--- config.mk ---
export PLATFORM = sky130hd
export DESIGN_NAME = icr_back
export DESIGN_NICKNAME = d
export VERILOG_FILES = /design/src/hdl/icr_pkg.sv /design/src/hdl/icr_back.sv
export SDC_FILE = /design/constraint.sdc
export NUM_CORES = 2
export LEC_CHECK = 0
export BUFFER_PORTS_ARGS = -buffer_cell sky130_fd_sc_hd__buf_2
export CAP_MARGIN = 15
export CORE_MARGIN = 2
export CORE_UTILIZATION = 45
export CTS_BUF_LIST = sky130_fd_sc_hd__clkbuf_16
export CTS_CLUSTER_SIZE = 12
export DETAILED_ROUTE_END_ITERATION = 8
export PLACE_DENSITY = 0.68
export SYNTH_ARGS = -nofsm -noshare
export SYNTH_HDL_FRONTEND = slang
export SYNTH_SLANG_ARGS = --single-unit
--- constraint.sdc ---
create_clock -name clk -period 12.3 [get_ports clk]
set_clock_uncertainty 0.05 [all_clocks]
set_input_delay 0.615 -clock clk [delete_from_list [all_inputs] [get_ports clk]]
set_output_delay 0.615 -clock clk [all_outputs]
set_load 0.01 [all_outputs]
--- src/hdl/icr_pkg.sv ---
// shared types and constants for the implicit capture roulette block
// no dependencies; imported by every module of the block
package icr_pkg;

  localparam int WEIGHT_W      = 32;
  localparam int XS_W          = 32;
  localparam int RANDOM_W      = 24;
  localparam int CUTOFF_W      = 31;
  localparam int FRACTION_BITS = 24;
  localparam int PROD_W        = WEIGHT_W + FRACTION_BITS;
  localparam int TEST_W        = RANDOM_W + WEIGHT_W;
  localparam int CFG_INDEX_W   = 8;
  localparam int CFG_DATA_W    = 32;

  // configuration register indexes
  localparam logic [CFG_INDEX_W-1:0] REG_WEIGHT_CUTOFF   = CFG_INDEX_W'(0);
  localparam logic [CFG_INDEX_W-1:0] REG_INCLUDE_FISSION = CFG_INDEX_W'(1);

  localparam logic [CUTOFF_W-1:0] CUTOFF_RESET = CUTOFF_W'(4194304);

  typedef struct packed {
    logic [WEIGHT_W-1:0] weight_in;
    logic [XS_W-1:0]     absorption_xs;
    logic [XS_W-1:0]     fission_xs;
    logic [XS_W-1:0]     total_xs;
    logic [RANDOM_W-1:0] random_fraction;
  } collision_t;

  typedef struct packed {
    logic [WEIGHT_W-1:0] weight_out;
    logic [WEIGHT_W-1:0] absorbed_weight;
    logic                killed;
    logic                rouletted;
    logic                bad_cross_section;
  } result_t;

  // item state while the removal fraction is worked out bit by bit
  typedef struct packed {
    logic [WEIGHT_W-1:0]      weight_in;
    logic [RANDOM_W-1:0]      random_fraction;
    logic [XS_W-1:0]          total_xs;
    logic [XS_W-1:0]          remainder;
    logic [FRACTION_BITS-1:0] quotient;
    logic                     full;
    logic                     bad;
  } div_t;

endpackage

--- src/hdl/icr_back.sv ---
// capture multiply, remaining weight and roulette decision, three stages
// depends on icr_pkg; last stage is the result register
module icr_back (
  input  logic                  clk,
  input  logic                  rst,
  input  logic [icr_pkg::CUTOFF_W-1:0] weight_cutoff,
  input  logic                  up_valid,
  output logic                  up_ready,
  input  icr_pkg::div_t         up,
  output logic                  dn_valid,
  input  logic                  dn_ready,
  output icr_pkg::result_t      dn
);
  import icr_pkg::*;

  // multiply stage
  logic                m_valid;
  logic [PROD_W-1:0]   m_prod;
  logic [WEIGHT_W-1:0] m_weight;
  logic [RANDOM_W-1:0] m_random;
  logic                m_full;
  logic                m_bad;
  // subtract stage
  logic                s_valid;
  logic [WEIGHT_W-1:0] s_weight;
  logic [WEIGHT_W-1:0] s_absorbed;
  logic [WEIGHT_W-1:0] s_remaining;
  logic [TEST_W-1:0]   s_test;
  logic                s_bad;

  logic                m_en;
  logic                s_en;
  logic                f_en;
  logic [WEIGHT_W-1:0] absorbed_next;
  logic [WEIGHT_W-1:0] cutoff2;
  logic                below;
  logic                survive;
  result_t             dn_next;

  assign f_en     = !dn_valid || dn_ready;
  assign s_en     = !s_valid || f_en;
  assign m_en     = !m_valid || s_en;
  assign up_ready = m_en;
  assign cutoff2  = {weight_cutoff, 1'b0};

  // weight times fraction
  always_ff @(posedge clk) begin
    if (rst) begin
      m_valid <= 1'b0;
    end else if (m_en) begin
      m_valid <= up_valid;
    end
    if (m_en && up_valid) begin
      m_prod   <= PROD_W'(up.weight_in) * PROD_W'(up.quotient);
      m_weight <= up.weight_in;
      m_random <= up.random_fraction;
      m_full   <= up.full;
      m_bad    <= up.bad;
    end
  end

  // absorbed weight: whole weight when the fraction clamps to one
  assign absorbed_next = m_full ? m_weight : m_prod[FRACTION_BITS +: WEIGHT_W];

  // remaining weight and the roulette product
  always_ff @(posedge clk) begin
    if (rst) begin
      s_valid <= 1'b0;
    end else if (s_en) begin
      s_valid <= m_valid;
    end
    if (s_en && m_valid) begin
      s_weight    <= m_weight;
      s_absorbed  <= absorbed_next;
      s_remaining <= m_weight - absorbed_next;
      s_test      <= TEST_W'(m_random) * TEST_W'(cutoff2);
      s_bad       <= m_bad;
    end
  end

  // roulette decision and result fields
  always_comb begin
    below   = s_remaining < {1'b0, weight_cutoff};
    survive = s_test < {s_remaining, RANDOM_W'(0)};
    if (s_bad) begin
      dn_next.weight_out        = s_weight;
      dn_next.absorbed_weight   = '0;
      dn_next.killed            = 1'b0;
      dn_next.rouletted         = 1'b0;
      dn_next.bad_cross_section = 1'b1;
    end else begin
      dn_next.absorbed_weight   = s_absorbed;
      dn_next.rouletted         = below;
      dn_next.killed            = below && !survive;
      dn_next.bad_cross_section = 1'b0;
      if (!below) begin
        dn_next.weight_out = s_remaining;
      end else if (survive) begin
        dn_next.weight_out = cutoff2;
      end else begin
        dn_next.weight_out = '0;
      end
    end
  end

  // result register
  always_ff @(posedge clk) begin
    if (rst) begin
      dn_valid <= 1'b0;
    end else if (f_en) begin
      dn_valid <= s_valid;
    end
    if (f_en && s_valid) begin
      dn <= dn_next;
    end
  end

endmodule

==> Yosys cells after proc, flatten, opt, wreduce, memory -nomap -nowiden <==
Index checks and enable logic that the tools add are counted.
{ "classes": {"bitwise_logic": 0, "n_shift": 0, "n_div": 0, "add_sub_neg": 1, "n_lt_le_gt_ge": 2, "n_reduce_logical": 11, "mux": 4, "n_eq_ne": 0, "n_mul": 2} }
{ "ops": {"columns": ["op", "count"], "rows": [
  ["32-bit two-way mux", 3],
  ["67-bit two-way mux", 1],
  ["56-bit < comparator", 1],
  ["32-bit by 24-bit multiplier with 56-bit output", 1],
  ["24-bit by 31-bit multiplier with 55-bit output", 1],
  ["32-bit by 31-bit < comparator with 1-bit output", 1],
  ["32-bit subtractor", 1],
  ["1-bit logical AND", 4],
  ["1-bit logical NOT", 4],
  ["1-bit logical OR", 3]
]} }
{ "word_totals": {"register_bits": 336, "ram_bits": 0, "input_bits": 181, "latchBits": 0, "elab_cells": 38, "mem_count": 0, "rom_bits": 0, "out_inout_bits": 69} }

==> Logic depth before layout (Yosys ltp) <==
{ "logic_depth": {"word_depth": 5, "depth_mapped": 27, "depth_no_buf": 26} }

==> Worst setup path before layout <==
OpenSTA, ideal clock, no wires.
{ "synth_path": {"path_kind": "input to register", "start": "in dn_ready", "end": "reg s_absorbed[0], enable pin", "t_arrival_ps": 10028, "stages": 2, "setup_slack_ps": 1408, "required_ps": 11436, "setup_time_ps": 814, "n_path_buf": 0, "path_cell_list": "nor2b_1 a21boi_0"} }
{ "synth_via": {"elab_chain_len": 3} }
{ "synth_lines": {"columns": ["element", "line", "source"], "rows": [
  ["from (decl)", "icr_back.sv:11", "input logic dn_ready,"],
  ["1-bit logical OR", "icr_back.sv:40", "assign f_en = !dn_valid || dn_ready;"],
  ["1-bit logical OR", "icr_back.sv:41", "assign s_en = !s_valid || f_en;"],
  ["1-bit logical AND", "icr_back.sv:72", "if (s_en && m_valid) begin"],
  ["to (signal assigned)", "icr_back.sv:74", "s_absorbed <= absorbed_next;"],
  ["to (decl)", "icr_back.sv:26", "logic [WEIGHT_W-1:0] s_absorbed;"]
]} }
Every way passes these cells.
A chain may end at the register's enable or synchronous reset.

==> Final worst setup path <==
{ "layout_path": {"start": "reg m_random[3]", "end": "reg s_test[40] (data pin)"} }
{ "layout_via": {"elab_chain_len": 1} }
{ "layout_lines": {"columns": ["element", "line", "source"], "rows": [
  ["from (decl)", "icr_back.sv:20", "logic [RANDOM_W-1:0] m_random;"],
  ["from (signal assigned)", "icr_back.sv:56", "m_random <= up.random_fraction;"],
  ["24-bit by 31-bit multiplier with 55-bit output", "icr_back.sv:76", "s_test <= TEST_W'(m_random) * TEST_W'(cutoff2);"],
  ["to (signal assigned)", "icr_back.sv:76", null],
  ["to (decl)", "icr_back.sv:28", "logic [TEST_W-1:0] s_test;"]
]} }
Every way passes these cells.

==> results.json <==
{
  "final_layout_size_suffix_gt1_share_pct": 4.72,
  "port_buf_inserts": 185,
  "groute.usage.overall_pct": 24.2,
  "pin_count_of_the_biggest_net_entering_global_routing": 103,
  "rsz_0062_raised_after_global_routing": "false",
  "cts_clock_pin_slew_for_the_worst_setup_and_hold_paths_ns": 0.07,
  "clock_insertion_delay_worst_skew_ns": 0.58,
  "crit_path_max_fanout": 31,
  "die_outline_height_um": 371,
  "proportion_of_synthesized_chip_area_in_sequential_cells_pct": 14.3,
  "post-route-drc-count": 0,
  "floorplan.die.width_um": 371,
  "cp_num_buf_inv": 6,
  "floorplan.die_area_um2": 137000,
  "via_per_inst": 5.32,
  "critPathLaunchType": "flip-flop",
  "synth_fp_nets": 8183,
  "h_tree_depth": 2,
  "synthesis.yosys.warnings": 0,
  "drt-initial-drc-count": 2855,
  "setup_total_negative_slack_ns": 0,
  "grt_pass1_wl_mm": 259,
  "grt_pass1_vias": 46730,
  "final.fill_count": 12420,
  "finalSetupViolations": 0,
  "row_count": 134,
  "status": "completed",
  "clock_tree_from_tritoncts": "yes",
  "firstDrtPassIters": 6,
  "synth.lib_cells_used.distinct": 65,
  "hold_viol_final": 0,
  "post_cts_setup_buffers": 0,
  "synth-edff-count": 286,
  "netlist_area_before_placement_um2": 60500,
  "kind_of_cell_with_the_highest_combined_delay_on_the_critical_path": "adder cells",
  "crit_path_frequent_cell": "sky130_fd_sc_hd__fa_1",
  "drv_cap": 0,
  "post_synth_inst_count": 6262,
  "crit_path_max_incr_delay_ns": 0.58,
  "cp.arrival_ns": 8.36,
  "detailedPlacementHpwl_mm": 117,
  "worst_pin_slew_ns": 1.01,
  "drt.antenna.violating_nets": 0,
  "holdCritPathClass": "input pin to flip-flop",
  "worst-endpoint-required_ns": 12.62,
  "cts-hold-fix-buffers": 0,
  "postSynth.asyncResetShare_pct": 0,
  "clockRootBuffer": "sky130_fd_sc_hd__clkbuf_16",
  "synth_area_per_cell_um2": 9.66,
  "per_cell_routed_wire_length_um": 20.0,
  "placement.setup.worst_slack_ns": 3.97,
  "layout_commonest_cell": "sky130_fd_sc_hd__inv_1",
  "fin_hold_ws_ns": 0.156,
  "floorplan.initialDensity_pct": 45.3,
  "post_layout_minimum_cycle_time_ns": 8.03,
  "total_global_routing_overflow": 0,
  "finalNetCount": 8128,
  "finalCritPeriodShare_pct": 65.3,
  "ctsResizeCount": 0,
  "globalplace.congestion": 0.917,
  "cts_buffer_depth": 3,
  "finalMaxSlewViolations": 0,
  "final_critical_path_setup_slack_ns": 4.27,
  "cpMaxStageDelayCell": "sky130_fd_sc_hd__fa_1",
  "mostFrequentLayoutCells": "1518 x sky130_fd_sc_hd__inv_1, 1293 x sky130_fd_sc_hd__fa_1, 838 x sky130_fd_sc_hd__nand2_1",
  "numCtsBuffers": 34,
  "cts_sinks": 289,
  "area_added_between_synthesis_and_finish_pct": 5.50,
  "core_area_um2": 133000,
  "ys_ff_latch": 289,
  "postRouteWirelength_mm": 160,
  "io-pin-count": 250,
  "via_count": 42568,
  "critical_path.endpoint_type": "flip-flop",
  "synth_flop_cell": "sky130_fd_sc_hd__edfxtp_1",
  "slew-limit-headroom_pct": 32.8,
  "timing.setup.critical_path_class": "flip-flop to flip-flop",
  "multi_input_comb_area_um2": 45000,
  "antenna_found_initial": 4,
  "layout.area.seq_um2": 8650,
  "max_clock_freq_mhz": 124
}
cell type report:
class | instances | area share [%]
Inverter | 1510 | 8.88
Clock buffer | 34 | 1.33
Tap cell | 1768 | 3.47
Sequential cell | 289 | 13.6
Multi-Input combinational cell | 4151 | 70.6
Clock inverter | 23 | 0.292
Timing Repair Buffer | 221 | 1.89
Antenna cell | 1 | 0.00392
through the flow:
stage	cells	instance area [µm²]	util, %
final	7997	63800	47.8
after global routing	7996	63800	47.8
after CTS	7996	63800	47.8
after detailed placement	7939	62800	47.0
after global placement	7938	62700	47.0
after floorplan	6262	60500	-
flip-flops by register name (all words and copies together), names as in the netlist, 24 cells and up:
signal / flops
s_absorbed: 32
s_weight: 32
m_weight: 32
m_prod: 32
s_test: 32
s_remaining: 32
m_random: 24
dn: 67
logic make-up after synthesis:
logic type      synth area share [%]
mux                            0.534
simple gates                    15.5
fa+ha+maj                       52.1
compound gates                  4.91
xor+xnor                        1.39
flops                           14.3
buf+inv                         11.3
worst paths after layout:
| kind | startpoint | endpoint | slack (ns) | cells past startpoint |
|---|---|---|---|---|
| max | m_random[3] | s_test[40] | 4.27 | 25 |
| min | up[108] | m_random[18] | 0.16 | 1 |
| max reg2reg | m_random[3] | s_test[40] | 4.27 | 25 |
| min reg2reg | m_bad | s_bad | 0.37 | 0 |
routing by layer:
| metal | GRT usage (%) | routed length [µm] | share of wire [%] | vias to the layer above |
|---|---|---|---|---|
| met5 | 0 | 11 | 0.0069 | - |
| met4 | 7.25 | 5280 | 3.3 | 2 |
| met3 | 5.49 | 15400 | 9.6 | 314 |
| met2 | 39.6 | 75200 | 47 | 1798 |
| met1 | 32.1 | 64400 | 40 | 21945 |
| li1 | - | - | - | 18509 |
worst register-to-register path: stages (launching register included):
cell	delay, ns
sky130_fd_sc_hd__edfxtp_1	0.32
sky130_fd_sc_hd__buf_4	0.44
sky130_fd_sc_hd__nand2_1	0.22
sky130_fd_sc_hd__fa_1	0.58
sky130_fd_sc_hd__inv_1	0.05
sky130_fd_sc_hd__fa_1	0.49
sky130_fd_sc_hd__inv_1	0.06
sky130_fd_sc_hd__fa_1	0.54
sky130_fd_sc_hd__inv_1	0.05
sky130_fd_sc_hd__fa_1	0.40
sky130_fd_sc_hd__fa_1	0.47
sky130_fd_sc_hd__fa_1	0.57
sky130_fd_sc_hd__inv_1	0.06
sky130_fd_sc_hd__fa_1	0.50
sky130_fd_sc_hd__inv_1	0.05
sky130_fd_sc_hd__ha_1	0.33
sky130_fd_sc_hd__a21oi_1	0.27
sky130_fd_sc_hd__o21ai_0	0.12
sky130_fd_sc_hd__a211oi_1	0.24
sky130_fd_sc_hd__o21ai_1	0.19
sky130_fd_sc_hd__a31oi_2	0.55
sky130_fd_sc_hd__o21bai_1	0.21
sky130_fd_sc_hd__a21o_1	0.26
sky130_fd_sc_hd__a31oi_2	0.32
sky130_fd_sc_hd__o21ai_0	0.16
sky130_fd_sc_hd__xnor2_1	0.30
synth_stat cells (27+ instances only):
| cell type | number | area (µm²) |
|---|---|---|
| sky130_fd_sc_hd__nand4b_1 | 32 | 280 |
| sky130_fd_sc_hd__o311ai_1 | 30 | 263 |
| sky130_fd_sc_hd__fa_1 | 1293 | 25900 |
| sky130_fd_sc_hd__a21oi_1 | 121 | 606 |
| sky130_fd_sc_hd__clkbuf_1 | 299 | 1120 |
| sky130_fd_sc_hd__nor2_1 | 57 | 214 |
| sky130_fd_sc_hd__nand4_1 | 34 | 213 |
| sky130_fd_sc_hd__mux2i_1 | 30 | 300 |
| sky130_fd_sc_hd__nand2_1 | 838 | 3150 |
| sky130_fd_sc_hd__o21ai_0 | 54 | 270 |
| sky130_fd_sc_hd__nor2b_1 | 57 | 357 |
| sky130_fd_sc_hd__ha_1 | 447 | 5590 |
| sky130_fd_sc_hd__a21o_1 | 97 | 728 |
| sky130_fd_sc_hd__xnor2_1 | 69 | 604 |
| sky130_fd_sc_hd__and2_1 | 757 | 4740 |
| sky130_fd_sc_hd__edfxtp_1 | 286 | 8590 |
| sky130_fd_sc_hd__xor2_1 | 27 | 236 |
| sky130_fd_sc_hd__inv_1 | 1510 | 5670 |
Power is left out: the tool's default activity adds up to more than one toggle a clock period on the data nets, which glitch-free logic cannot reach.
