--- src/hdl/icr_pkg.sv ---
// shared types and constants for the implicit capture roulette block
// no dependencies; imported by every module of the block
package icr_pkg;

  localparam int WEIGHT_W      = 32;
  localparam int XS_W          = 32;
  localparam int RANDOM_W      = 24;
  localparam int CUTOFF_W      = 31;
  localparam int FRACTION_BITS = 24;
  localparam int PROD_W        = WEIGHT_W + FRACTION_BITS;
  localparam int TEST_W        = RANDOM_W + WEIGHT_W;
  localparam int CFG_INDEX_W   = 8;
  localparam int CFG_DATA_W    = 32;

  // configuration register indexes
  localparam logic [CFG_INDEX_W-1:0] REG_WEIGHT_CUTOFF   = CFG_INDEX_W'(0);
  localparam logic [CFG_INDEX_W-1:0] REG_INCLUDE_FISSION = CFG_INDEX_W'(1);

  localparam logic [CUTOFF_W-1:0] CUTOFF_RESET = CUTOFF_W'(4194304);

  typedef struct packed {
    logic [WEIGHT_W-1:0] weight_in;
    logic [XS_W-1:0]     absorption_xs;
    logic [XS_W-1:0]     fission_xs;
    logic [XS_W-1:0]     total_xs;
    logic [RANDOM_W-1:0] random_fraction;
  } collision_t;

  typedef struct packed {
    logic [WEIGHT_W-1:0] weight_out;
    logic [WEIGHT_W-1:0] absorbed_weight;
    logic                killed;
    logic                rouletted;
    logic                bad_cross_section;
  } result_t;

  // item state while the removal fraction is worked out bit by bit
  typedef struct packed {
    logic [WEIGHT_W-1:0]      weight_in;
    logic [RANDOM_W-1:0]      random_fraction;
    logic [XS_W-1:0]          total_xs;
    logic [XS_W-1:0]          remainder;
    logic [FRACTION_BITS-1:0] quotient;
    logic                     full;
    logic                     bad;
  } div_t;

endpackage

--- src/hdl/icr_div_step.sv ---
// one restoring-division stage: one quotient bit of removal / total
// depends on icr_pkg
module icr_div_step (
  input  logic          clk,
  input  logic          rst,
  input  logic          up_valid,
  output logic          up_ready,
  input  icr_pkg::div_t up,
  output logic          dn_valid,
  input  logic          dn_ready,
  output icr_pkg::div_t dn
);
  import icr_pkg::*;

  logic          en;
  logic [XS_W:0] shifted;
  logic [XS_W:0] diff;
  logic          ge;
  div_t          dn_next;

  assign en       = !dn_valid || dn_ready;
  assign up_ready = en;

  // remainder stays below total, so the doubled value fits one extra bit
  always_comb begin
    shifted = {up.remainder, 1'b0};
    ge      = shifted >= {1'b0, up.total_xs};
    diff    = shifted - {1'b0, up.total_xs};
    dn_next           = up;
    dn_next.remainder = ge ? diff[XS_W-1:0] : shifted[XS_W-1:0];
    dn_next.quotient  = {up.quotient[FRACTION_BITS-2:0], ge};
  end

  // stage register
  always_ff @(posedge clk) begin
    if (rst) begin
      dn_valid <= 1'b0;
    end else if (en) begin
      dn_valid <= up_valid;
    end
    if (en && up_valid) begin
      dn <= dn_next;
    end
  end

endmodule

--- config.mk ---
export PLATFORM = sky130hd
export DESIGN_NAME = icr_div_step
export DESIGN_NICKNAME = d
export VERILOG_FILES = /design/src/hdl/icr_pkg.sv /design/src/hdl/icr_div_step.sv
export SDC_FILE = /design/constraint.sdc
export NUM_CORES = 1
export LEC_CHECK = 0
export BUFFER_PORTS_ARGS = -buffer_cell sky130_fd_sc_hd__buf_2
export CAP_MARGIN = 40
export CORE_AREA = 2 2 155 157
export CTS_CLUSTER_DIAMETER = 200
export CTS_CLUSTER_SIZE = 8
export DETAILED_ROUTE_END_ITERATION = 8
export DIE_AREA = 0 0 157 159
export GPL_ROUTABILITY_DRIVEN = 0
export PLACE_DENSITY = 0.56
export REMOVE_ABC_BUFFERS = 1
export SETUP_SLACK_MARGIN = 0.15
export SLEW_MARGIN = 10
export SYNTH_ARGS = -nofsm -noshare
export SYNTH_HDL_FRONTEND = slang
export SYNTH_SLANG_ARGS = --single-unit
--- constraint.sdc ---
create_clock -name clk -period 15.55 [get_ports clk]
set_input_delay 3.11 -clock clk [delete_from_list [all_inputs] [get_ports clk]]
set_output_delay 3.11 -clock clk [all_outputs]
set_load 0.02 [all_outputs]
# Word-level counts from Yosys, hierarchy flattened
# Cells that the tools add are included.
# totals
register_bits	147
latch_bits	0
ram_bits	0
mem_bits_ro	0
inputBits	150
output_inout_bits	148
elab_cells	15
n_memories	0
# classes
addsub	1
multipliers	0
div	0
n_lt_le_gt_ge	1
n_eq_ne	0
n_shift	0
mux	1
bitwise_logic	0
reduce_logical	3
# ops
op	n
$ge 33x32->1	1
$mux 32	1
$sub 32x32->32	1
$logic_and 1x1->1	1
$logic_not 1->1	1
$logic_or 1x1->1	1

# Depth between registers and ports, before layout
# Gate-level depths: netlist (run 1).
# logic_depth
word_depth	3
ltp_mapped	14
ltp_nobuf	11

# Worst setup path after synthesis (run 1)
# No wires, ideal clock.
# synth_path
path_type	in2reg
start	in dn_ready
end	reg dn[0] (netlist name) (enable)
setup_time_ps	522
t_arrival_ps	6755
t_required_ps	15028
setup_slack_ps	8272
cell_stages	2
path_buffers	0
path_cell_list	nand2b_1 and2_1
# synth_between
elab_chain_len	2
# synth_lines
item	line	source
start: declaration	icr_div_step.sv:10	input logic dn_ready,
$logic_or 1x1->1	icr_div_step.sv:21	assign en = !dn_valid || dn_ready;
$logic_and 1x1->1	icr_div_step.sv:41	if (en && up_valid) begin
end signal: assignment	icr_div_step.sv:42	dn <= dn_next;
end: declaration	icr_div_step.sv:11	output icr_pkg::div_t dn
# No other way between the ends.
# A chain may end at the register's enable or synchronous reset.

# Worst setup path after layout (run 1)
# layout_path
start	in dn_ready
end	out up_ready
# layout_between
elab_chain_len	1
# layout_lines
item	line	source
$logic_or 1x1->1	icr_div_step.sv:21	
end: declaration	icr_div_step.sv:7	output logic up_ready,
# No other way between the ends.

==> results of run 1 <==
==> cell usage after synthesis (2+ instances only) <==
cell                         n  area, um2
sky130_fd_sc_hd__inv_1      36      135.1
sky130_fd_sc_hd__edfxtp_1  146       4384
sky130_fd_sc_hd__nand2_1    15      56.30
sky130_fd_sc_hd__nor2_1     18      67.56
sky130_fd_sc_hd__o21a_1      7      52.55
sky130_fd_sc_hd__nand3_1     6      30.03
sky130_fd_sc_hd__and3_1      3      18.77
sky130_fd_sc_hd__or3_1       3      18.77
sky130_fd_sc_hd__nor2b_1     4      25.02
sky130_fd_sc_hd__nand4_1    12      75.07
sky130_fd_sc_hd__clkbuf_1    9      33.78
sky130_fd_sc_hd__mux2_2      8      90.09
sky130_fd_sc_hd__o21ai_0    18      90.09
sky130_fd_sc_hd__o211ai_1    4      30.03
sky130_fd_sc_hd__and2_1      5      31.28
sky130_fd_sc_hd__a31oi_1     4      25.02
sky130_fd_sc_hd__a21boi_0    4      30.03
sky130_fd_sc_hd__xnor2_1    14      122.6
sky130_fd_sc_hd__buf_12      3      60.06
sky130_fd_sc_hd__nand2b_1    4      25.02
sky130_fd_sc_hd__mux2_4     19      285.3
sky130_fd_sc_hd__or2_2       2      12.51
sky130_fd_sc_hd__o221ai_1    2      17.52
sky130_fd_sc_hd__mux2i_1     2      20.02
sky130_fd_sc_hd__ha_1       32      400.4
sky130_fd_sc_hd__a21o_1     15      112.6
sky130_fd_sc_hd__o31ai_1     6      45.04
sky130_fd_sc_hd__a211o_1     2      17.52
sky130_fd_sc_hd__a21oi_1    24      120.1
sky130_fd_sc_hd__xor2_1     11      96.34
sky130_fd_sc_hd__nor3_1      4      20.02
sky130_fd_sc_hd__a211oi_1    3      22.52
sky130_fd_sc_hd__o21bai_1    2      15.01
==> per-stage QoR <==
stage,hold slack [ns],total power [uW]
finish,0.5462,1111
global route,0.5722,1161
CTS,0.5500,1129
detailed placement,0.5398,701.4
global placement,0.5379,699.5
floorplan,0.7290,628.4
==> routing by layer <==
| layer | wire length (um) | up-vias | GRT usage | share of wire |
|---|---|---|---|---|
| met5 | 0 | - | 0 | 0 |
| li1 | - | 2410 | - | - |
| met4 | 297 | 0 | 0.04921 | 0.016 |
| met1 | 7261 | 2360 | 0.1654 | 0.38 |
| met3 | 1592 | 17 | 0.04790 | 0.084 |
| met2 | 9912 | 220 | 0.2719 | 0.52 |
==> layout by cell type, fill, tap and decap left out, drive strengths merged, types with 3 or more instances in the layout <==
cell type / count
nor3: 4
ha: 32
and2: 5
clkinv: 5
a21boi: 4
a21oi: 25
nor2: 18
and3: 4
mux2: 27
a31oi: 4
nor2b: 4
or3: 3
xnor2: 14
inv: 45
nand4: 12
a21o: 15
xor2: 11
nand2b: 4
a211oi: 4
nand3: 6
buf: 299
o21a: 7
o211ai: 4
o21ai: 20
clkbuf: 17
edfxtp: 146
o31ai: 6
nand2: 15
==> cells by family after synthesis <==
group / share of synthesized area
muxes: 0.05778
buffers and inverters: 0.03565
AOI/OAI and AO/OA: 0.1035
adders and majority gates: 0.06144
DFF: 0.6436
and+or+nand+nor: 0.06601
xor gates and xnor gates: 0.03200
==> flip-flops by register name, summed over array words and instances, names as in the netlist <==
signal	flops
dn	146
dn_valid	1
==> cell type report <==
type / count / area share
clock buffers: 17 / 0.04600
flip-flops and latches: 147 / 0.4763
well taps: 319 / 0.04316
clock inverters: 15 / 0.01799
diodes: 2 / 0.0005412
repair buffers: 299 / 0.1626
multi-input cells: 274 / 0.2376
inverters: 37 / 0.01583
==> critical path, stage by stage <==
cell                       delay (ns)
sky130_fd_sc_hd__buf_2           0.10
sky130_fd_sc_hd__nand2b_1        0.17
sky130_fd_sc_hd__buf_2           0.18
==> worst max-delay path by stage <==
| stage | startpoint | endpoint | slack [ns] | depth (start not counted) |
|---|---|---|---|---|
| 6_report | dn_ready | up_ready | 8.88 | 3 |
| 5_1_grt | dn_ready | up_ready | 8.87 | 3 |
| 4_1_cts | dn_ready | up_ready | 8.88 | 3 |
| 3_5_place_dp | dn_ready | up_ready | 8.89 | 3 |
| 3_3_place_gp | dn_ready | up_ready | 8.89 | 3 |
| 2_1_floorplan | dn_ready | dn[0] | 8.27 | 2 |
==> report_power, final <==
part / internal, uW / switching [uW] / leakage [uW] / total (uW)
clock network: 228 / 192 / 0.000287 / 421
registers: 474 / 6.19 / 0.00142 / 480
logic: 86.4 / 124 / 0.00236 / 211
==> reports/metrics.cfg, run 1 <==
[clock_network]
ctsHtreeMaxLevel = 4
clk_pin_slew_worst_paths_ns = 0.07
postCtsSetupRepairBufs = 0
clockBufferDepth = 2
ctsRootBufferMaster = sky130_fd_sc_hd__clkbuf_16
cts_tree = built
cts-buffers-inserted = 17
clkSinkCount = 147
clk_latency_ns = 0.43
cts-hold-fix-buffers = 0
post_cts_resized = 0

[drt]
vias = 5007
drt_pre_antenna_iters = 5
drt-initial-drc-count = 225
vias_per_cell = 4.511
final_antenna_net_count = 0
detail_route.wirelength_um = 19060
average_wire_per_standard_cell_um = 17.17
drc = 0

[power]
vdd.ir_drop.worst_v = 0.00006484
powerDensity_mw_per_mm2 = 120.2
leakage_uw = 0.004065

[timing]
fin_ws_ns = 8.885
rsz0062_at_grt = no
fmax_mhz = 150.0
fin_crit_sh = 0.4286
final-max-slew-violation-count = 0
hold_viol_final = 0
maxSlewHeadroom = 0.4222
min_period_ns = 6.665
worst-slew-pin-transition_ns = 0.8667
fin_tns_setup_ns = 0
skew_ns = 0.01112
report.final.setup_viol = 0

[critical_path]
endpoint_of_the_worst_slack_reg_to_reg_timing_path = dn[67]
reg2reg_slack_ns = 13.56
timing.rr.start = dn_valid
worstSetupPathType = input port to output port
start_kind = input port
rr_worst_depth = 3
cp_data_arrival_time_ns = 3.56
timing.critical_path.to_type = output port
data_required_time_of_the_worst_path_ns = 12.44
worst-path-max-fanout = 3

[place]
dpl-instance-area_mm2 = 0.008651
port-buffer-count = 296
hpwl_after_dpl_um = 14840
numPlacedInstances = 1076
pre_cts_ws_ns = 8.885

[worst_hold_path]
min_path_type = flip-flop to flip-flop
holdPathEnd = dn_valid
worst_hold_path.num_cells = 2
hp-start = dn_valid

[yosys]
ys.flop_type = sky130_fd_sc_hd__edfxtp_1
synth.ff_latch_count = 147
mappedNetlistArea_mm2 = 0.006843
synth-edff-count = 146
async_reset_ff_frac = 0
ys_seq_area_frac = 0.6436
yosysUniqueCellTypes = 57
syn_avg_cell_area_um2 = 14.53
synthCells = 471
yosys_warnings = 0

[floorplan]
overall_die_area_mm2 = 0.02496
ioPinCount = 298
core.rowCount = 56
die_w_um = 157
core-area_mm2 = 0.02319
initial_core_util = 0.2950
floorplan.die.height_um = 159

[global_routing]
first_global_vias = 4971
grt_remaining_overflow = 0
grt_pass1_wl_um = 28120
grtUsageTotal = 0.1504
grt_start_max_net_pins = 70
antenna_found_initial = 2

[layout]
final_area_mm2 = 0.009248
seqCellArea_mm2 = 0.004404
multi_input_area_mm2 = 0.002197
share_of_post_route_cells_with_drive_strength_above_1 = 0.4677
area_growth_pct = 35.14
nFillCells = 2259
nNetsFinal = 959
fin_util = 0.3987
final_cell_count_no_fill = 1110

[outcome]
status = complete, no violations

[flow_run]
timing.max_cap.violations = 0

Note: power is estimated with default switching activity, not from simulation.
==> inputs of run 2 (changes only) <==
==> constraint.sdc (replaced) <==
create_clock -name clk -period 6.55 [get_ports clk]
set_input_delay 1.31 -clock clk [delete_from_list [all_inputs] [get_ports clk]]
set_output_delay 1.31 -clock clk [all_outputs]
set_load 0.02 [all_outputs]
==> run 2 against run 1 <==
Compared with the run above:
- combinational power is 140% higher
- hold slack better by 0.0010 ns
- setup slack worse by 6.4 ns
- non-clock buffer count is 1 lower
- clock-buffer cell count stayed put
- total power is 140% higher
- register-to-register slack worse by 9.0 ns
- sequential cell count stayed put
- critical path type is now input port to flip-flop
- critical endpoint is now dn[57]
==> reports/metrics.cfg, run 2 (same netlist as run 1, synthesis figures left out) <==
[layout]
leading_cell_types_in_the_layout_fill_and_taps_excluded = 296 x sky130_fd_sc_hd__buf_2, 146 x sky130_fd_sc_hd__edfxtp_1, 36 x sky130_fd_sc_hd__inv_1
register_ranked_first_by_flip_flop_count = dn
share_of_post_route_cells_with_drive_strength_above_1 = 0.4683
multi_input_area_mm2 = 0.002197
seqCellArea_mm2 = 0.004404
final_cell_count_no_fill = 1111
area_growth_pct = 35.29
largest_register_ff_count = 146
top_regs = dn: 146 flops, dn_valid: 1 flops
nFillCells = 2248
layout.cells.most_common = sky130_fd_sc_hd__buf_2
nNetsFinal = 958

[floorplan]
core-area_mm2 = 0.02319
core.rowCount = 56
initial_core_util = 0.2950
overall_die_area_mm2 = 0.02496
die_w_um = 157
floorplan.die.height_um = 159
ioPinCount = 298

[power]
clockPowerShare = 0.380
sequential_share_of_power = 0.431
power_report.internal_total_uw = 1873
p_switching_uw = 771.2
share_of_power_burned_in_combinational_logic = 0.190
power.switching_fraction = 0.2917
powerDensity_mw_per_mm2 = 285.6
leakage_uw = 0.004063
vdd.ir_drop.worst_v = 0.0001501

[outcome]
status = complete, no violations

[drt]
vias = 4936
final_antenna_net_count = 0
drc = 0
average_wire_per_standard_cell_um = 17.26
drt_pre_antenna_iters = 7
drt-initial-drc-count = 220
detail_route.wirelength_um = 19180
vias_per_cell = 4.443

[flow_run]
timing.max_cap.violations = 0

[clock_network]
clockBufferDepth = 2
postCtsSetupRepairBufs = 0
ctsHtreeMaxLevel = 4
ctsRootBufferMaster = sky130_fd_sc_hd__clkbuf_16
post_cts_resized = 0
cts-buffers-inserted = 17
cts-hold-fix-buffers = 0
clk_latency_ns = 0.42
cts_tree = built
clk_pin_slew_worst_paths_ns = 0.07
clkSinkCount = 147

[critical_path]
crit_chain = buf_2, ha_1, a211oi_2, nor2_1, or4b_4, o21a_1, a221oi_2, o21ai_0, and3_1, o41ai_1
worstSetupPathType = input port to flip-flop
cpMaxStageDelayCell = sky130_fd_sc_hd__or4b_4
worst-path-max-fanout = 6
reg2reg_slack_ns = 4.54
cp_data_arrival_time_ns = 4.26
start_kind = input port
timing.critical_path.slowest_cell_delay_ns = 0.53
data_required_time_of_the_worst_path_ns = 6.76
timing.critical_path.to_type = flip-flop

[place]
numPlacedInstances = 1075
port-buffer-count = 296
hpwl_after_dpl_um = 14780
pre_cts_ws_ns = 2.075

[timing]
fmax_mhz = 246.7
fin_crit_sh = 0.6189
rsz0062_at_grt = no
maxSlewHeadroom = 0.4775
fin_ws_ns = 2.496
min_period_ns = 4.054
hold_viol_final = 0
worst-slew-pin-transition_ns = 0.7838
report.final.setup_viol = 0
final-max-slew-violation-count = 0
skew_ns = 0.007320
fin_tns_setup_ns = 0

[global_routing]
grt_start_max_net_pins = 94
grtUsageTotal = 0.1498
grt_pass1_wl_um = 27930
first_global_vias = 4978
grt_remaining_overflow = 0
antenna_found_initial = 4

[worst_hold_path]
min_path_type = flip-flop to flip-flop

[run 2: cell types whose count changed in the layout (fill, tap and decap cells not counted), sizes merged]
cell	delta
diode	+2
buf	-1
clkinv	-1
clkinvlp	+1
[run 2: through the flow]
step | hold slack [ns] | power, uW | utilization | instance area [um2]
floorplan | 0.7290 | 1492 | - | 6745
global placement | 0.5454 | 1662 | 0.3732 | 8656
detailed placement | 0.5411 | 1667 | 0.3732 | 8656
CTS | 0.5523 | 2683 | 0.3987 | 9248
global route | 0.5566 | 2765 | 0.3992 | 9258
finish | 0.5472 | 2644 | 0.3992 | 9258
[run 2: path summary, 6_finish.rpt]
path,from,endpoint,depth (start not counted)
max,up[35],dn[57],10
max reg2reg,dn_valid,dn[67],3
min reg2reg,dn_valid,dn_valid,2
min,dn_valid,dn_valid,2
[run 2: area by class of cell]
cell class / instances / area share
inverters: 37 / 0.01581
repair buffers: 298 / 0.1630
diodes: 4 / 0.001081
clock buffers: 17 / 0.04595
multi-input cells: 274 / 0.2373
well taps: 319 / 0.04311
flip-flops and latches: 147 / 0.4757
clock inverters: 15 / 0.01798
[run 2: worst max-delay path: cells and delay by family]
family | cells | cell delay, ns
AOI/OAI and AO/OA | 5 | 1.55
and+or+nand+nor | 3 | 0.91
buffers and inverters | 1 | 0.11
adders and majority gates | 1 | 0.38
[run 2: power groups by stage]
| stage | registers, uW | logic (uW) | clock network (uW) |
|---|---|---|---|
| final | 1140 | 501 | 1000 |
| after global routing | 1150 | 548 | 1070 |
| after CTS | 1140 | 509 | 1030 |
| after detailed placement | 1160 | 507 | 0 |
| after global placement | 1160 | 503 | 0 |
| after floorplan | 1260 | 232 | 0 |
[run 2: routing by layer]
layer  vias to the layer above  GRT usage  part of all wire
met1                      2318     0.1648              0.39
met3                        12    0.05280             0.083
li1                       2413          -                 -
met5                         -          0                 0
met4                         0    0.05004             0.014
met2                       193     0.2663              0.51
