<file path="src/hdl/icr_pkg.sv">
// shared types and constants for the implicit capture roulette block
// no dependencies; imported by every module of the block
package icr_pkg;

  localparam int WEIGHT_W      = 32;
  localparam int XS_W          = 32;
  localparam int RANDOM_W      = 24;
  localparam int CUTOFF_W      = 31;
  localparam int FRACTION_BITS = 24;
  localparam int PROD_W        = WEIGHT_W + FRACTION_BITS;
  localparam int TEST_W        = RANDOM_W + WEIGHT_W;
  localparam int CFG_INDEX_W   = 8;
  localparam int CFG_DATA_W    = 32;

  // configuration register indexes
  localparam logic [CFG_INDEX_W-1:0] REG_WEIGHT_CUTOFF   = CFG_INDEX_W'(0);
  localparam logic [CFG_INDEX_W-1:0] REG_INCLUDE_FISSION = CFG_INDEX_W'(1);

  localparam logic [CUTOFF_W-1:0] CUTOFF_RESET = CUTOFF_W'(4194304);

  typedef struct packed {
    logic [WEIGHT_W-1:0] weight_in;
    logic [XS_W-1:0]     absorption_xs;
    logic [XS_W-1:0]     fission_xs;
    logic [XS_W-1:0]     total_xs;
    logic [RANDOM_W-1:0] random_fraction;
  } collision_t;

  typedef struct packed {
    logic [WEIGHT_W-1:0] weight_out;
    logic [WEIGHT_W-1:0] absorbed_weight;
    logic                killed;
    logic                rouletted;
    logic                bad_cross_section;
  } result_t;

  // item state while the removal fraction is worked out bit by bit
  typedef struct packed {
    logic [WEIGHT_W-1:0]      weight_in;
    logic [RANDOM_W-1:0]      random_fraction;
    logic [XS_W-1:0]          total_xs;
    logic [XS_W-1:0]          remainder;
    logic [FRACTION_BITS-1:0] quotient;
    logic                     full;
    logic                     bad;
  } div_t;

endpackage

</file>
<file path="src/hdl/icr_front.sv">
// input stage: removal sum, clamp and zero-total detection
// depends on icr_pkg
module icr_front (
  input  logic              clk,
  input  logic              rst,
  input  logic              include_fission,
  input  logic              up_valid,
  output logic              up_ready,
  input  icr_pkg::collision_t up,
  output logic              dn_valid,
  input  logic              dn_ready,
  output icr_pkg::div_t     dn
);
  import icr_pkg::*;

  logic          en;
  logic [XS_W:0] removal;
  logic          full;
  div_t          dn_next;

  assign en       = !dn_valid || dn_ready;
  assign up_ready = en;

  // removal sum in one extra bit, clamp when it reaches total
  always_comb begin
    removal = {1'b0, up.absorption_xs} +
              (include_fission ? {1'b0, up.fission_xs} : {1'b0, XS_W'(0)});
    full    = removal >= {1'b0, up.total_xs};
    dn_next.weight_in       = up.weight_in;
    dn_next.random_fraction = up.random_fraction;
    dn_next.total_xs        = up.total_xs;
    dn_next.remainder       = full ? XS_W'(0) : removal[XS_W-1:0];
    dn_next.quotient        = '0;
    dn_next.full            = full;
    dn_next.bad             = up.total_xs == XS_W'(0);
  end

  // stage register
  always_ff @(posedge clk) begin
    if (rst) begin
      dn_valid <= 1'b0;
    end else if (en) begin
      dn_valid <= up_valid;
    end
    if (en && up_valid) begin
      dn <= dn_next;
    end
  end

endmodule

</file>
<file path="config.mk">
export PLATFORM = sky130hd
export DESIGN_NAME = icr_front
export DESIGN_NICKNAME = d
export VERILOG_FILES = /design/src/hdl/icr_pkg.sv /design/src/hdl/icr_front.sv
export SDC_FILE = /design/constraint.sdc
export NUM_CORES = 1
export LEC_CHECK = 0
export ABC_AREA = 0
export BUFFER_PORTS_ARGS = -buffer_cell sky130_fd_sc_hd__buf_2
export CAP_MARGIN = 15
export CORE_MARGIN = 2
export CORE_UTILIZATION = 48
export DETAILED_ROUTE_END_ITERATION = 6
export PLACE_DENSITY_LB_ADDON = 0.08
export SYNTH_ARGS = -nofsm -noshare
export SYNTH_HDL_FRONTEND = slang
export SYNTH_SLANG_ARGS = --single-unit
export TNS_END_PERCENT = 50
</file>
<file path="constraint.sdc">
create_clock -name clk -period 6.67 [get_ports clk]
set_clock_uncertainty 0.05 [all_clocks]
set_input_delay 0.667 -clock clk [delete_from_list [all_inputs] [get_ports clk]]
set_output_delay 0.667 -clock clk [all_outputs]
set_load 0.005 [all_outputs]
</file>
==> Word-level counts from Yosys, hierarchy flattened <==
Cells that the tools add are included.
{ "op_classes": {"n_addsub": 1, "n_lt_le_gt_ge": 1, "mux": 1, "reduce_logical": 4} }
{ "op_table": {"columns": ["cell", "n"], "rows": [
  ["$add A32 B32 Y33", 1],
  ["$ge A33 B32 Y1", 1],
  ["$logic_not A32 Y1", 1],
  ["$mux W32", 1],
  ["$logic_and A1 B1 Y1", 1],
  ["$logic_not A1 Y1", 1],
  ["$logic_or A1 B1 Y1", 1]
]} }
{ "totals": {"regBits": 123, "inputBits": 157, "wordCells": 14} }

==> Logic depth before layout (Yosys ltp) <==
Gate-level depths: netlist of the first run.
{ "logic_depth": {"ltp_word": 3, "mapped_depth": 22, "mapped_depth_nobuf": 20} }

==> Worst setup path before layout of the first run <==
OpenSTA, ideal clock, no wires.
{ "synth_path": {"kind": "register to register", "from": "reg dn_valid", "to": "reg dn[0] in the netlist's numbering (enable)", "setup_time_ns": 0.496, "arrival_ns": 3.256, "t_required_ns": 6.124, "setup_slack_ns": 2.868, "path_stages_with_launch": 3, "path_buffers": 0, "path_cell_list": "dfxtp_1 nand2b_1 and2_1"} }
{ "synth_between": {"elab_chain_cells": 3} }
{ "synth_lines": {"columns": ["element", "line", "rtl"], "rows": [
  ["start: declaration", "icr_front.sv:10", "output logic dn_valid,"],
  ["start signal: assignment", "icr_front.sv:43", "dn_valid <= up_valid;"],
  ["$logic_not A1 Y1", "icr_front.sv:21", "assign en = !dn_valid || dn_ready;"],
  ["$logic_or A1 B1 Y1", "icr_front.sv:21", null],
  ["net up_ready", "icr_front.sv:8", "output logic up_ready,"],
  ["$logic_and A1 B1 Y1", "icr_front.sv:45", "if (en && up_valid) begin"],
  ["end signal: assignment", "icr_front.sv:46", "dn <= dn_next;"],
  ["end: declaration", "icr_front.sv:12", "output icr_pkg::div_t dn"]
]} }
The timed path passes the listed nets, and every way through them passes these cells.
A chain may end at the register's enable or synchronous reset.

==> results of run 1 <==
[routing by layer]
layer	global-route usage (%)	vias up	routed length [µm]
met3	6.27	23	1400
met4	8.38	0	377
met1	28.1	2539	7130
met2	42.8	219	9750
li1	-	2658	-
met5	0	-	0
[through the flow]
stage	power, µW	instance area (µm²)	setup slack [ns]	std cells	hold slack [ns]
4_1_cts	2330	8920	1.14	1055	0.339
6_report	2310	8920	1.13	1056	0.359
3_3_place_gp	1430	8350	0.929	1023	0.448
5_1_grt	2420	8920	0.689	1056	0.352
2_1_floorplan	1260	6930	1.35	597	0.472
3_5_place_dp	1440	8350	0.688	1023	0.456
[power groups by stage]
stage                     clock (µW)  sequential [µW]  combinational, µW
after CTS                        901              952                479
after global routing             926              957                537
final                            885              951                478
after floorplan                    0              977                279
after global placement             0              965                463
after detailed placement           0              967                476
[state kept, by name (all words and copies together), names as in the netlist]
| signal | count |
|---|---|
| dn_valid | 1 |
| dn | 122 |
[cells by family after synthesis]
group                      Yosys count  share of synthesized area (%)
DFF                                123                           53.8
adders and majority gates           65                           12.0
AOI/OAI and AO/OA                  118                           11.9
xor gates and xnor gates            22                           2.81
muxes                                3                          0.457
other                                1                         0.0548
and+or+nand+nor                    162                           13.2
buffers and inverters               80                           5.74
[how the worst max path moves through the flow]
| stage | start | endpoint | slack [ns] | cells past startpoint |
|---|---|---|---|---|
| 2_1_floorplan | include_fission | dn[36]$_SDFFCE_PP0P_ | 1.35 | 22 |
| 3_3_place_gp | include_fission | dn[31]$_SDFFCE_PP0P_ | 0.93 | 22 |
| 3_5_place_dp | include_fission | dn[31]$_SDFFCE_PP0P_ | 0.69 | 22 |
| 4_1_cts | include_fission | dn[31]$_SDFFCE_PP0P_ | 1.14 | 22 |
| 5_1_grt | include_fission | dn[31]$_SDFFCE_PP0P_ | 0.69 | 22 |
| 6_report | include_fission | dn[31]$_SDFFCE_PP0P_ | 1.13 | 22 |
[placed cells by master (no fill, tap or decap), types with 4 or more instances in the layout]
master / count
nor2b_1: 5
o21a_1: 5
xnor2_1: 13
xor2_1: 9
o21bai_1: 7
o21ai_0: 18
conb_1: 24
nor3_1: 8
buf_2: 280
inv_1: 43
clkinv_2: 4
edfxtp_1: 122
nand2b_1: 4
nor4_1: 10
nand4_1: 12
and2_1: 57
nand3_1: 8
clkbuf_16: 17
nand2_1: 21
clkinvlp_4: 5
a21o_1: 14
nor2_1: 24
a21oi_1: 34
ha_1: 64
[layout make-up]
| class | count | share of cell area (%) |
|---|---|---|
| clock inverter | 15 | 1.65 |
| sequential | 123 | 41.3 |
| inverter | 44 | 1.85 |
| tap | 180 | 2.52 |
| clock buffer | 17 | 4.77 |
| antenna | 1 | 0.0280 |
| multi-input combinational | 394 | 32.0 |
| timing repair buffer | 282 | 15.9 |
[worst max-delay path: cells and delay by family]
| kind | cells | cell delay, ns |
|---|---|---|
| compound gates | 10 | 2.25 |
| fa+ha+maj | 3 | 0.91 |
| buf+inv | 3 | 0.68 |
| mux | 1 | 0.38 |
| simple gates | 5 | 0.85 |
==> flow_summary.json, run 1 <==
{
  "synth_ff_type": "edfxtp_1",
  "worst_slew_pin_slew_ns": 0.975,
  "path_clk_slew_ns": 0.06,
  "rsz0062_at_grt": "false",
  "numCtsBuffers": 17,
  "grt_pass1_vias": 5253,
  "cp_common_cell": "ha_1",
  "final_hold_viol_count": 0,
  "viasPerCell": 5.15,
  "r2r-end": "dn[84]$_DFFE_PP_",
  "post_cts_buffers": 0,
  "outcome": "finished, final reports clean",
  "die_x_um": 123,
  "ys_seq_area_share_pct": 53.8,
  "syn_area_um2": 6850,
  "min_path_type": "input port to flop",
  "switchingPower_uw": 625,
  "dp_hpwl_um": 15100,
  "dieHeight_um": 123,
  "synth.distinct_cells": 62,
  "path_cells": "buf_2 > and2_1 > ha_1 > fa_1 > a21o_1 > a221o_1 > o211a_1 > o2111ai_2 > a21oi_2 > a31oi_1 > mux2_2 > or2_2 > ha_1 > a21oi_1 > nor2b_1 > o21ai_0 > nand3_1 > a31o_2 > a211oi_2 > buf_4 > inv_2 > nor3_1",
  "vdd_drop_max_mv": 0.152,
  "grt_pass1_wl_um": 27400,
  "routedWlPerCell_um": 17.7,
  "vias": 5439,
  "drc": 0,
  "synth_most_common_cell": "edfxtp_1",
  "yosys_warnings": 0,
  "synth-edff-count": 122,
  "worst_path_max_delay_cell": "fa_1",
  "multi_input_area_um2": 2860,
  "core-area_um2": 13900,
  "drtIter0Drc": 190,
  "min_period_ns": 5.54,
  "start_util_pct": 49.3,
  "drv_slew": 0,
  "worstSkewPairLatency_ns": 0.40,
  "cts_tree": "yes",
  "holdPathStages": 2,
  "synth_top_area_share_pct": 53.5,
  "r2r_cells": 3,
  "num_rows": 43,
  "slowest_delay_ns": 0.41,
  "synthTopCellsByCount": "edfxtp_1 (122), ha_1 (64), and2_1 (58)",
  "post_cts_resized": 0,
  "io_pins": 305,
  "ant_nets": 0,
  "track_usage_pct": 24.1,
  "cts_root_buffer": "clkbuf_16",
  "portBuffers": 280,
  "p_leak_uw": 0.00419,
  "grt_overflow": 0,
  "cts_hold_buf": 0,
  "cts.sinks": 123,
  "critical_path.max_fanout": 32,
  "pwr-share-clk_pct": 38.3,
  "synth-seq-cells": 123,
  "reg2reg_from": "dn_valid$_SDFFE_PP0N_",
  "setup_tns_ns": 0,
  "final_nets": 1084,
  "drive_above_1_share_pct": 37.8,
  "p_seq_share_pct": 41.1,
  "cp-end-kind": "flop",
  "async_reset_ff_share_pct": 0,
  "htree_levels": 4,
  "synth_cells": 574,
  "cellPowerDensity_nw_per_um2": 259,
  "hold_start": "rst",
  "required_ns": 6.88,
  "relSlewSlack_pct": 35.0,
  "syn_avg_cell_area_um2": 11.9,
  "power_frac_comb_pct": 20.6,
  "r2r_slack_ns": 4.38,
  "routed_wl_um": 18700,
  "period_share_pct": 83.1,
  "fillers": 1154,
  "crit_type": "input port to flop",
  "internal_power_uw": 1690,
  "area_growth_pct": 30.4,
  "startpoint_type": "input port",
  "die_area_um2": 15200,
  "place_congestion": 0.927,
  "grt_max_degree": 78,
  "firstDrtPassIters": 4,
  "cp.arrival_ns": 5.75,
  "seq_area_um2": 3680,
  "setup_viol": 0,
  "synth_top_cell_by_area": "edfxtp_1",
  "max_freq_mhz": 180,
  "antenna_found_initial": 1,
  "min_to": "dn_valid$_SDFFE_PP0N_",
  "finish.utilization_pct": 64.3,
  "swShare_pct": 27.0,
  "drv_cap": 0,
  "synthTopCellsByArea": "edfxtp_1 (54%), ha_1 (12%), and2_1 (5.3%)",
  "clock_path_buffers": 2
}
Power figures use the tool's default switching activity.
==> run 2, diff against run 1 <==
Clock period 6.67 ns to 5.5 ns, I/O delays scaled along.
==> run 2 against run 1 <==
Global-route usage is 0.30 points lower. Hold slack got worse by 0.11 ns. Wire length down 0.51%. Clock-buffer cell count unchanged. Clock power increased by 15%. Critical path type unchanged. Largest power group unchanged. Highest routed layer unchanged.
==> flow_summary.json, run 2 (synthesis results as in run 1) <==
{
  "outcome": "finished, final reports clean",
  "min_to": "dn_valid$_SDFFE_PP0N_",
  "r2r_slack_ns": 3.22,
  "grt_max_degree": 71,
  "setup_viol": 0,
  "vdd_drop_max_mv": 0.203,
  "track_usage_pct": 23.8,
  "min_path_type": "input port to flop",
  "cp.arrival_ns": 5.38,
  "final_hold_viol_count": 0,
  "path_clk_slew_ns": 0.06,
  "antenna_found_initial": 1,
  "cellPowerDensity_nw_per_um2": 307,
  "final_common_cell": "buf_2",
  "finish.utilization_pct": 64.8,
  "area_growth_pct": 31.5,
  "post_cts_resized": 0,
  "drc": 0,
  "grt_pass1_vias": 5204,
  "cts.sinks": 123,
  "routedWlPerCell_um": 17.4,
  "hold_start": "rst",
  "firstDrtPassIters": 4,
  "final_nets": 1097,
  "worst_slew_pin_slew_ns": 0.858,
  "min_period_ns": 5.17,
  "num_rows": 43,
  "cts_tree": "yes",
  "numCtsBuffers": 17,
  "p_total_uw": 2770,
  "place_congestion": 0.906,
  "required_ns": 5.70,
  "post_cts_buffers": 0,
  "die_area_um2": 15200,
  "crit_type": "input port to flop",
  "drv_slew": 0,
  "ant_nets": 0,
  "startpoint_type": "input port",
  "vias": 5540,
  "critical_path.max_fanout": 14,
  "period_share_pct": 94.1,
  "rsz0062_at_grt": "false",
  "grt_overflow": 0,
  "portBuffers": 280,
  "cts_hold_buf": 0,
  "cp-end-kind": "flop",
  "holdPathStages": 2,
  "drtIter0Drc": 229,
  "drv_cap": 0,
  "place_ws_ns": -0.0712,
  "grt_pass1_wl_um": 27000,
  "core-area_um2": 13900,
  "r2r-end": "dn[32]$_SDFFCE_PP0P_",
  "cts_root_buffer": "clkbuf_16",
  "clock_path_buffers": 2,
  "die_x_um": 123,
  "routed_wl_um": 18600,
  "fillers": 1138,
  "final_cell_mix": "buf_2 (280), edfxtp_1 (122), ha_1 (64)",
  "reg_top3": "dn x122, dn_valid x1",
  "drive_above_1_share_pct": 38.6,
  "setup_tns_ns": 0,
  "htree_levels": 4,
  "fin_ws_ns": 0.326,
  "reg2reg_from": "dn_valid$_SDFFE_PP0N_",
  "max_freq_mhz": 193,
  "start_util_pct": 49.3,
  "relSlewSlack_pct": 42.8,
  "dieHeight_um": 123,
  "r2r_cells": 3,
  "viasPerCell": 5.18,
  "worstSkewPairLatency_ns": 0.40,
  "largest_reg_flops": 122,
  "regMostFlops": "dn",
  "dp_hpwl_um": 15400,
  "io_pins": 305,
  "p_leak_uw": 0.00424
}
[run 2: final cells by class]
| cell class | count | area, µm² | area share [%] |
|---|---|---|---|
| clock inverter | 15 | 125 | 1.39 |
| tap | 180 | 225 | 2.50 |
| inverter | 44 | 165 | 1.84 |
| antenna | 1 | 2.50 | 0.0278 |
| multi-input combinational | 394 | 2860 | 31.8 |
| clock buffer | 17 | 425 | 4.73 |
| sequential | 123 | 3680 | 40.9 |
| timing repair buffer | 295 | 1510 | 16.8 |
[run 2: power breakdown]
part	switching [µW]	internal, µW
Combinational	329	266
Sequential	21.5	1130
Clock	399	617
[run 2: worst max-delay path by stage]
stage,slack (ns),end,depth (start not counted),from
floorplan,0.30,dn[36]$_SDFFCE_PP0P_,22,include_fission
global placement,0.1,dn[31]$_SDFFCE_PP0P_,22,include_fission
detailed placement,-0.07,dn[31]$_SDFFCE_PP0P_,22,include_fission
CTS,0.38,dn[31]$_SDFFCE_PP0P_,22,include_fission
global route,0.05,dn[31]$_SDFFCE_PP0P_,22,include_fission
finish,0.33,dn[31]$_SDFFCE_PP0P_,22,include_fission
[run 2: critical path, cell delays in order]
cell       delay [ns]
buf_2            0.11
and2_1           0.18
ha_1             0.23
fa_1             0.39
a21o_1           0.20
a221o_1          0.34
o211a_1          0.24
o2111ai_2        0.25
a21oi_2          0.10
a31oi_1          0.28
mux2_2           0.39
or2_2            0.30
ha_1             0.29
nand4_1          0.16
nor4_1           0.07
o211ai_1         0.17
nand3_1          0.14
a31o_2           0.26
a211oi_2         0.26
buf_4            0.24
inv_2            0.10
nor3_1           0.13
[run 2: through the flow]
step           cell area [µm²]  hold WS [ns]  cells
2_1_floorplan             6930         0.472    597
3_3_place_gp              8450         0.446   1036
3_5_place_dp              8450         0.463   1036
4_1_cts                   9000         0.231   1068
5_1_grt                   9000         0.237   1069
6_report                  9000         0.252   1069
[run 2: metal layers]
| metal | part of all wire (%) | global-route usage (%) | vias to the layer above | routed length (µm) |
|---|---|---|---|---|
| li1 | - | - | 2688 | - |
| met1 | 39 | 27.7 | 2594 | 7230 |
| met2 | 52 | 42.7 | 230 | 9570 |
| met3 | 7.2 | 4.75 | 28 | 1330 |
| met4 | 2.4 | 9.73 | 0 | 443 |
| met5 | 0 | 0 | - | 0 |
==> run 3, diff against run 2 <==
Settings changed: CORE_MARGIN 2 to default, PLACE_DENSITY_LB_ADDON 0.08 to 0.12.
==> run 3 against run 2 <==
Wire length up 1.6%. Sequential share of layout area down 0.38 points. First-iteration DRC count up 56%. Die area down 3.2%. Sequential cell count unchanged. Core utilization up 0.60 points. Largest power group is now the clock network. Highest routed layer unchanged.
==> flow_summary.json, run 3 (synthesis results as in run 1) <==
{
  "setup_viol": 0,
  "min_period_ns": 5.27,
  "grt_pass1_vias": 5363,
  "dp_hpwl_um": 15300,
  "drc": 0,
  "p_total_uw": 2930,
  "numCtsBuffers": 17,
  "outcome": "finished, final reports clean",
  "cts_root_buffer": "clkbuf_16",
  "fillers": 1138,
  "worstSkewPairLatency_ns": 0.41,
  "core-area_um2": 13900,
  "firstDrtPassIters": 5,
  "required_ns": 5.71,
  "drv_slew": 0,
  "cellPowerDensity_nw_per_um2": 322,
  "largest_reg_flops": 122,
  "grt_max_degree": 89,
  "routedWlPerCell_um": 17.6,
  "vdd_drop_max_mv": 0.199,
  "multi_input_area_um2": 2860,
  "rsz0062_at_grt": "false",
  "cts.sinks": 123,
  "cts_tree": "yes",
  "drive_above_1_share_pct": 38.7,
  "period_share_pct": 95.8,
  "relSlewSlack_pct": 25.0,
  "instances_no_fill": 1069,
  "area_growth_pct": 32.7,
  "cts_hold_buf": 0,
  "final_nets": 1097,
  "min_path_type": "input port to flop",
  "num_rows": 43,
  "ant_nets": 0,
  "vias": 5563,
  "r2r-end": "dn[129]$_DFFE_PP_",
  "die_x_um": 121,
  "start_util_pct": 49.3,
  "clock_path_buffers": 2,
  "final_cell_mix": "buf_2 (280), edfxtp_1 (122), ha_1 (64)",
  "cp-startpoint": "include_fission",
  "portBuffers": 280,
  "grt_overflow": 0,
  "path_clk_slew_ns": 0.06,
  "htree_levels": 4,
  "routed_wl_um": 18900,
  "max_freq_mhz": 190,
  "placedCellCount": 1036,
  "reg_top3": "dn x122, dn_valid x1",
  "reg2reg_from": "dn_valid$_SDFFE_PP0N_",
  "antenna_found_initial": 1,
  "setup_tns_ns": 0,
  "startpoint_type": "input port",
  "grt_pass1_wl_um": 27700,
  "track_usage_pct": 25.4,
  "seq_area_um2": 3680,
  "cp-endpoint": "dn[56]$_SDFFCE_PP0P_",
  "p_leak_uw": 0.00428,
  "io_pins": 305,
  "cp-end-kind": "flop",
  "cp.arrival_ns": 5.48,
  "post_cts_buffers": 0,
  "r2r_cells": 3,
  "final_common_cell": "buf_2",
  "r2r_slack_ns": 3.16,
  "dieHeight_um": 121,
  "drv_cap": 0,
  "place_congestion": 0.902,
  "critical_path.max_fanout": 10,
  "worst_slew_pin_slew_ns": 1.13,
  "die_area_um2": 14700,
  "regMostFlops": "dn",
  "final_hold_viol_count": 0,
  "drtIter0Drc": 358,
  "crit_type": "input port to flop",
  "viasPerCell": 5.20
}
run 3: cell count changes in the layout (fill, tap and decap cells not counted), sizes merged:
| cell | previous run | this run |
|---|---|---|
| bufinv | 1 | 4 |
| clkinv | 7 | 4 |
| clkinvlp | 5 | 4 |
| inv | 46 | 47 |
run 3: stage by stage:
step           area (µm²)  utilization (%)  hold WS, ns  worst slack [ns]
6_report             9080             65.4        0.239             0.232
5_1_grt              9080             65.4        0.233            0.0336
4_1_cts              9080             65.4        0.228             0.198
3_5_place_dp         8460             60.9        0.461            -0.202
3_3_place_gp         8460             60.9        0.444             0.107
2_1_floorplan        6930                -        0.472             0.297
run 3: area by class of cell:
type                       count  area share (%)
antenna                        1          0.0276
sequential                   123            40.6
tap                          180            2.48
inverter                      44            1.82
timing repair buffer         295            16.8
clock buffer                  17            4.68
multi-input combinational    394            31.5
clock inverter                15            2.15
run 3: repair_timing:
action / in CTS / in global routing
endpoints found under the hold margin: 0 / 0
setup endpoints to repair: 0 / 11
resized for setup: 0 / 2
run 3: power breakdown:
part           internal [µW]  leakage, µW  switching, µW
sequential              1130      0.00120           20.3
clock                    757     0.000294            409
combinational            272      0.00279            335
run 3: worst min path at each step:
stage | cells past startpoint | from | slack, ns | endpoint
CTS | 2 | rst | 0.23 | dn_valid$_SDFFE_PP0N_
finish | 2 | rst | 0.24 | dn_valid$_SDFFE_PP0N_
global route | 2 | rst | 0.23 | dn_valid$_SDFFE_PP0N_
global placement | 2 | dn_valid$_SDFFE_PP0N_ | 0.44 | dn_valid$_SDFFE_PP0N_
floorplan | 2 | dn_valid$_SDFFE_PP0N_ | 0.47 | dn_valid$_SDFFE_PP0N_
detailed placement | 2 | dn_valid$_SDFFE_PP0N_ | 0.46 | dn_valid$_SDFFE_PP0N_
run 3: metal layers:
metal	vias up	track usage, %	share of wire [%]	wire (µm)
li1	2684	-	-	-
met1	2597	29.4	39	7380
met2	248	45.3	51	9670
met3	34	5.22	6.9	1300
met4	0	10.6	2.7	516
met5	-	0	0	0
run 3: critical path: stages:
cell	delay, ns
buf_2	0.12
and2_1	0.15
ha_1	0.24
fa_1	0.43
a21o_1	0.22
a221o_1	0.35
o211a_1	0.24
o2111ai_2	0.26
a21oi_2	0.09
a31oi_1	0.30
mux2_2	0.39
or2_2	0.30
ha_1	0.29
a21oi_1	0.13
nor2b_1	0.06
o21ai_0	0.23
nand3_1	0.13
a31o_2	0.23
a211oi_2	0.33
buf_4	0.24
nand2b_1	0.07
mux2i_1	0.12
